<file path="config.mk">
export PLATFORM = sky130hd
export DESIGN_NAME = utf8_stream_decoder
export DESIGN_NICKNAME = d
export VERILOG_FILES = /design/src/hdl/u8sd_pkg.sv /design/src/hdl/utf8_stream_decoder.sv /design/src/hdl/u8sd_step.sv
export SDC_FILE = /design/constraint.sdc
export NUM_CORES = 1
export LEC_CHECK = 0
export BUFFER_PORTS_ARGS = -buffer_cell sky130_fd_sc_hd__buf_2
export CORE_UTILIZATION = 25
export CTS_BUF_LIST = sky130_fd_sc_hd__clkbuf_16
export CTS_CLUSTER_SIZE = 40
export DETAILED_ROUTE_END_ITERATION = 7
export HOLD_SLACK_MARGIN = 0.12
export PLACE_DENSITY_LB_ADDON = 0.1
export SYNTH_ARGS = -nofsm -noshare
export SYNTH_HDL_FRONTEND = slang
export SYNTH_SLANG_ARGS = --single-unit
export TNS_END_PERCENT = 5
</file>
<file path="constraint.sdc">
create_clock -name i_clk -period 2.2 [get_ports i_clk]
set_input_delay 0.22 -clock i_clk [delete_from_list [all_inputs] [get_ports i_clk]]
set_output_delay 0.22 -clock i_clk [all_outputs]
set_load 0.05 [all_outputs]
</file>
<file path="src/hdl/u8sd_pkg.sv">
`default_nettype none

package u8sd_pkg;

    localparam int unsigned ByteW  = 8;
    localparam int unsigned CpW    = 21;
    localparam int unsigned CountW = 2;
    localparam int unsigned ContW  = 6;

    // Lead byte classes
    typedef enum logic [2:0] {
        LEAD_ASCII,
        LEAD_TWO,
        LEAD_THREE,
        LEAD_FOUR,
        LEAD_SKIP
    } t_lead;

    typedef struct packed {
        logic [ByteW-1:0] data_byte;
        logic             end_of_string;
    } t_in_item;

    typedef struct packed {
        logic [CpW-1:0] code_point;
        logic           code_point_valid;
        logic           string_done;
    } t_out_item;

    typedef struct packed {
        logic [CountW-1:0] pending_count;
        logic [CpW-1:0]    partial_value;
    } t_dec_state;

endpackage

`default_nettype wire

</file>
<file path="src/hdl/utf8_stream_decoder.sv">
// UTF-8 stream decoder: one byte per item in, one result item per byte out.
// An item is taken into an input register, decoded by a short shift-and-or
// step against the pending continuation count and partial code point, and
// the result lands in an output register. A result is offered once its item
// has moved from the input register into the output register. One item is
// accepted every cycle while the output
// side keeps taking results. A result flags whether its byte completed a code
// point (code_point is zero otherwise) and echoes the end-of-string flag.
// Continuation bytes are not checked, overlong forms and surrogates are
// passed, stray continuations and bytes F8-FF are skipped, and a sequence
// left incomplete at end of string is dropped.
`default_nettype none

module utf8_stream_decoder
    import u8sd_pkg::*;
(
    input  wire       i_clk,
    input  wire       i_rst_n,
    // input channel
    input  wire       i_in_valid,
    output logic      o_in_stall,
    input  wire t_in_item  i_in_item,
    // result channel
    output logic      o_out_valid,
    input  wire       i_out_stall,
    output t_out_item o_out_item
);

    // input register
    logic       r_s1_valid;
    t_in_item   r_s1_item;
    // decoder state, updated when an item moves into the output register
    t_dec_state r_state;
    t_dec_state n_state;
    // output register
    logic       r_out_valid;
    t_out_item  r_out_item;
    t_out_item  n_out_item;

    logic out_load;   // output register free to take a new item
    logic s1_adv;     // input register item moves on this cycle
    logic in_acc;

    assign out_load   = !r_out_valid || !i_out_stall;
    assign s1_adv     = r_s1_valid && out_load;
    // input register frees up when empty or when its item moves on
    assign o_in_stall = r_s1_valid && !out_load;
    assign in_acc     = i_in_valid && !o_in_stall;

    u8sd_step u_step (
        .i_item   (r_s1_item),
        .i_state  (r_state),
        .o_state  (n_state),
        .o_result (n_out_item)
    );

    always_ff @(posedge i_clk) begin
        if (!i_rst_n) begin
            r_s1_valid  <= 1'b0;
            r_out_valid <= 1'b0;
            r_state     <= '0;
        end else begin
            if (in_acc) begin
                r_s1_valid <= 1'b1;
            end else if (s1_adv) begin
                r_s1_valid <= 1'b0;
            end
            if (out_load) begin
                r_out_valid <= r_s1_valid;
            end
            if (s1_adv) begin
                r_state <= n_state;
            end
        end
    end

    // payload registers, no reset
    always_ff @(posedge i_clk) begin
        if (in_acc) begin
            r_s1_item <= i_in_item;
        end
        if (s1_adv) begin
            r_out_item <= n_out_item;
        end
    end

    assign o_out_valid = r_out_valid;
    assign o_out_item  = r_out_item;

endmodule

`default_nettype wire

</file>
<file path="src/hdl/u8sd_step.sv">
`default_nettype none

// One decode step: current state plus one byte gives next state and result.
module u8sd_step
    import u8sd_pkg::*;
(
    input  wire t_in_item   i_item,
    input  wire t_dec_state i_state,
    output t_dec_state      o_state,
    output t_out_item       o_result
);

    t_lead            lead;
    logic [ByteW-1:0] b;
    logic [CpW-1:0]   shifted;

    assign b       = i_item.data_byte;
    assign shifted = {i_state.partial_value[CpW-ContW-1:0], b[ContW-1:0]};

    always_comb begin
        if (b[7] == 1'b0) begin
            lead = LEAD_ASCII;
        end else if (b[7:5] == 3'b110) begin
            lead = LEAD_TWO;
        end else if (b[7:4] == 4'b1110) begin
            lead = LEAD_THREE;
        end else if (b[7:3] == 5'b11110) begin
            lead = LEAD_FOUR;
        end else begin
            lead = LEAD_SKIP;
        end
    end

    always_comb begin
        o_state                   = i_state;
        o_result.code_point       = '0;
        o_result.code_point_valid = 1'b0;
        o_result.string_done      = i_item.end_of_string;

        if (i_state.pending_count != '0) begin
            // any byte counts as a continuation here
            o_state.pending_count = i_state.pending_count - CountW'(1);
            o_state.partial_value = shifted;
            if (i_state.pending_count == CountW'(1)) begin
                o_result.code_point       = shifted;
                o_result.code_point_valid = 1'b1;
                o_state.partial_value     = '0;
            end
        end else begin
            unique case (lead)
                LEAD_ASCII: begin
                    o_result.code_point       = CpW'(b);
                    o_result.code_point_valid = 1'b1;
                end
                LEAD_TWO: begin
                    o_state.partial_value = CpW'(b[4:0]);
                    o_state.pending_count = CountW'(1);
                end
                LEAD_THREE: begin
                    o_state.partial_value = CpW'(b[3:0]);
                    o_state.pending_count = CountW'(2);
                end
                LEAD_FOUR: begin
                    o_state.partial_value = CpW'(b[2:0]);
                    o_state.pending_count = CountW'(3);
                end
                default: begin
                    // stray continuation or invalid lead: skipped
                end
            endcase
        end

        if (i_item.end_of_string) begin
            o_state = '0;
        end
    end

endmodule

`default_nettype wire

</file>
==> impl_table.tex <==
\begin{tabular}{lr}
\hline
Metric & Value \\
\hline
\multicolumn{2}{l}{\textbf{STA}} \\
\quad Max-slew violation count & 0 \\
\quad Final worst path period share & $\sim$75\% \\
\quad \# setup viols final & 0 \\
\quad RSZ-0062 raised after global routing & false \\
\quad Max frequency & 609 MHz \\
\quad Min Tclk post-route & 1640 ps \\
\quad Final worst-path setup slack & 558 ps \\
\quad Worst Skew & roughly 5.4 ps \\
\quad Setup tns final & 0 ps \\
\quad Tightest Pin Transition & approximately 770 ps \\
\quad Worst slew margin & 48.6\% \\
\quad Number of hold violations in the final report & 0 \\
\multicolumn{2}{l}{\textbf{Finish}} \\
\quad Final layout net count & 214 \\
\quad Number of inserted diodes & 0 \\
\quad Synthesis-to-layout area growth & 27.2\% \\
\quad Fraction of layout cells with a size suffix above 1 & roughly a quarter \\
\quad Fill cell total of the finished layout & 752 \\
\quad Final Cell Area & 2500 µm² \\
\multicolumn{2}{l}{\textbf{Clocking}} \\
\quad CTS Buffer Depth & 2 \\
\quad Clk slew on worst S/H paths & 60 ps \\
\quad Clock Sink Count & 51 \\
\quad TritonCTS clock tree & yes \\
\quad Root Buffer & clkbuf\_16 \\
\quad H-tree levels & 2 \\
\quad Clock buffers created by TritonCTS & 5 \\
\quad Buffer count from post-CTS setup fixing & 0 \\
\quad Clock latency at the later pin of the worst-skew pair & 280 ps \\
\multicolumn{2}{l}{\textbf{Logic synthesis}} \\
\quad Most common cell in the netlist & edfxtp\_1 \\
\quad Combinational family with the most area after synthesis & simple AND/OR/NAND/NOR gates \\
\quad Synthesis warning total & 0 \\
\quad Post-synth EDFFs & 32 \\
\quad Biggest area contributors in the synthesized netlist & edfxtp\_1 (49\%), dfxtp\_1 (19\%), mux2i\_1 (7.6\%) \\
\quad Post-synthesis cell type with the largest combined area & edfxtp\_1 \\
\quad Synthesized netlist net count & 161 \\
\quad Cell area after synthesis & 1960 µm² \\
\quad Share of the synthesized area in compound gates (AO/OA/AOI/OAI) & 5.22\% \\
\quad Synthesized-area fraction occupied by adder cells & 0\% \\
\quad Post-synthesis register bit count & 51 \\
\quad Average footprint of a synthesized cell & between 10 and 15 µm² \\
\quad Post-synth cell types & 27 \\
\quad Multiplexer share of the synthesized area & 7.64\% \\
\quad Leading cell types by count after synthesis & edfxtp\_1 (32), nand2\_1 (30), and2\_1 (20), dfxtp\_1 (19), mux2i\_1 (15) \\
\quad Xor/xnor share of the synthesized area & 0\% \\
\quad Fraction of synthesized cell area taken by the top area cell type & 48.9\% \\
\quad Part of the Yosys area used for sequential elements & 68.3\% \\
\quad Most common flop cell mapped by yosys & edfxtp\_1 \\
\quad Synth Instances & 148 \\
\quad Fraction of the mapped netlist area in simple logic gates & $\sim$17\% \\
\quad Share of flip-flops with an asynchronous set or reset after synthesis & 0\% \\
\multicolumn{2}{l}{\textbf{Worst setup path}} \\
\quad Worst Setup Start Kind & register \\
\quad Launch point of the worst reg-to-reg path & r\_s1\_item[8] \\
\quad Crit-path max cell delay & a little under 600 ps \\
\quad Slowest library cell on the worst path & o21ai\_4 \\
\quad Type of element capturing the critical path & register \\
\quad Origin of the worst setup path & r\_s1\_item[8] \\
\quad Required time of the worst setup path & 2400 ps \\
\quad CP cell instances & nand3\_1 > a21oi\_1 > o21ai\_4 > mux2i\_1 \\
\quad Maximum net fanout on the critical path & 16 \\
\quad Arr. time, crit path & 1850 ps \\
\quad Start-to-end type of the worst setup path & register to register \\
\multicolumn{2}{l}{\textbf{Global routing}} \\
\quad Pin count of the biggest net entering global routing & 20 \\
\quad First-pass GRT wire length & 6.15 mm \\
\quad Number of antenna violations at the first check in global routing & 0 \\
\quad Aggregate global routing overflow & 0 \\
\quad Global routing usage summed across all routing layers & 9.64\% \\
\quad Vias in the first global route & approximately 1,300 \\
\multicolumn{2}{l}{\textbf{Floorplan}} \\
\quad X dimension of the die & $\sim$91 µm \\
\quad Starting density of the core & 26.5\% \\
\quad Die ar. & 8220 µm² \\
\quad Die Ht & slightly above 90 µm \\
\quad I/O Pins & 38 \\
\quad Core box area & 7410 µm² \\
\quad Rows & 31 \\
\multicolumn{2}{l}{\textbf{Power and ir drop}} \\
\quad Power per cell area & 788 nW/µm² \\
\quad Proportion of power drawn by combinational gates & 9.3\% \\
\quad Switching Share & 22.9\% \\
\quad Max VDD drop & between 0.3 and 0.4 mV \\
\quad Clock power share & 36.4\% \\
\quad Internal Pwr Total & 0.00152 W \\
\quad Leak pwr & approximately 1 nW \\
\quad Switching Power & 0.000451 W \\
\quad Proportion of power drawn by flip-flops and latches & 54.3\% \\
\multicolumn{2}{l}{\textbf{Drt}} \\
\quad Count of routing violations after the opening detailed-route iteration & 42 \\
\quad DRT Wirelength & around 3.7 mm \\
\quad Number of nets with antenna violations after detailed routing & 0 \\
\quad Vias & around 1,200 \\
\quad Average detailed-routed wire length per instance & 12.2 µm \\
\quad Per-cell via count in the routed design & 4.13 \\
\quad DRT Pass-1 Iters & 5 \\
\quad DRC violations left & 0 \\
\multicolumn{2}{l}{\textbf{Place}} \\
\quad DP HPWL & approximately 2.6 mm \\
\quad Routability Congestion & 0.716 \\
\quad Total cell area at the placement stage & 2270 µm² \\
\quad Port buffer count & 37 \\
\quad Placement Setup Slack & 560 ps \\
\multicolumn{2}{l}{\textbf{Hold path}} \\
\quad Hold path startpoint & i\_in\_valid \\
\quad Worst min-delay path class & input port to register \\
\multicolumn{2}{l}{\textbf{Outcome}} \\
\quad Outcome & complete, no violations \\
\multicolumn{2}{l}{\textbf{Flow run}} \\
\quad Total of max-cap violations & 0 \\
\hline
\end{tabular}
## registers in the layout (all words and copies together), names as in the netlist
register     count
r_s1_item        9
o_out_valid      1
o_out_item      23
r_s1_valid       1
r_state         17
## cells in the final DEF, fill, tap and decap left out, types with 2 or more instances in the layout
cell type	Yosys	routed
dlygate4sd3_1	0	9
nor2_1	3	3
a21oi_1	4	4
dfxtp_1	19	19
buf_4	0	4
buf_2	0	37
clkbuf_16	0	5
and2_1	20	20
edfxtp_1	32	32
nand2_1	30	30
nor2b_1	3	3
mux2i_1	15	15
clkinv_1	0	2
inv_1	2	3
## what timing repair did
action,in CTS,in global routing
hold endpoints to repair,9,0
resized for setup,0,0
hold buffers,9,0
## metal layers
| layer | wire length (µm) | vias to the layer above | track usage (%) |
|---|---|---|---|
| met2 | 1790 | 26 | 16.7 |
| met4 | 59 | 0 | 4.03 |
| met3 | 143 | 5 | 2.44 |
| met1 | 1680 | 592 | 11.3 |
| met5 | 0 | - | 0 |
| li1 | - | 620 | - |
## final cells by class
class / instances / area [µm²] / share of cell area (%)
clock buffers: 5 / 125 / 5.01
clock inverters: 3 / 11.3 / 0.451
inverters: 2 / 7.51 / 0.300
multi-input cells: 91 / 584 / 23.4
flip-flops and latches: 51 / 1340 / 53.7
well taps: 99 / 124 / 4.96
repair buffers: 50 / 305 / 12.2
## metrics by stage
step,cells,util [%],hold slack (ps),total power (W)
2_1_floorplan,148,-,319,0.00122
3_3_place_gp,284,30.7,398,0.00126
3_5_place_dp,284,30.7,399,0.00126
4_1_cts,301,33.7,161,0.00200
5_1_grt,301,33.7,178,0.00205
6_report,301,33.7,161,0.00197
## logic make-up (layout without fill, tap and decap cells)
logic type / count (synthesis) / in the layout
AND/OR/NAND/NOR: 64 / 64
flip-flops: 51 / 51
multiplexers: 15 / 15
AO/OA/AOI/OAI: 12 / 12
buffers and inverters: 6 / 60
## worst max-delay path, delay by kind of cell (launching register included)
family | cells | cell delay (ps)
AOI/OAI and AO/OA | 2 | 690
DFF | 1 | 440
muxes | 1 | 270
and+or+nand+nor | 1 | 150
## final timing paths
| path | to | slack (ps) | cells past startpoint |
|---|---|---|---|
| max | r_state[1] | 560 | 4 |
| max reg2reg | r_state[1] | 560 | 4 |
| min | r_s1_valid | 160 | 2 |
| min reg2reg | r_state[11] | 460 | 2 |
## power groups by stage
stage,registers (W),clock network (W),logic [W]
after floorplan,0.00115,0,0.0000620
after global placement,0.00109,0,0.000172
after detailed placement,0.00109,0,0.000174
after CTS,0.00107,0.000744,0.000186
after global routing,0.00107,0.000778,0.000196
final,0.00107,0.000717,0.000184
Power figures use the tool's default switching activity.
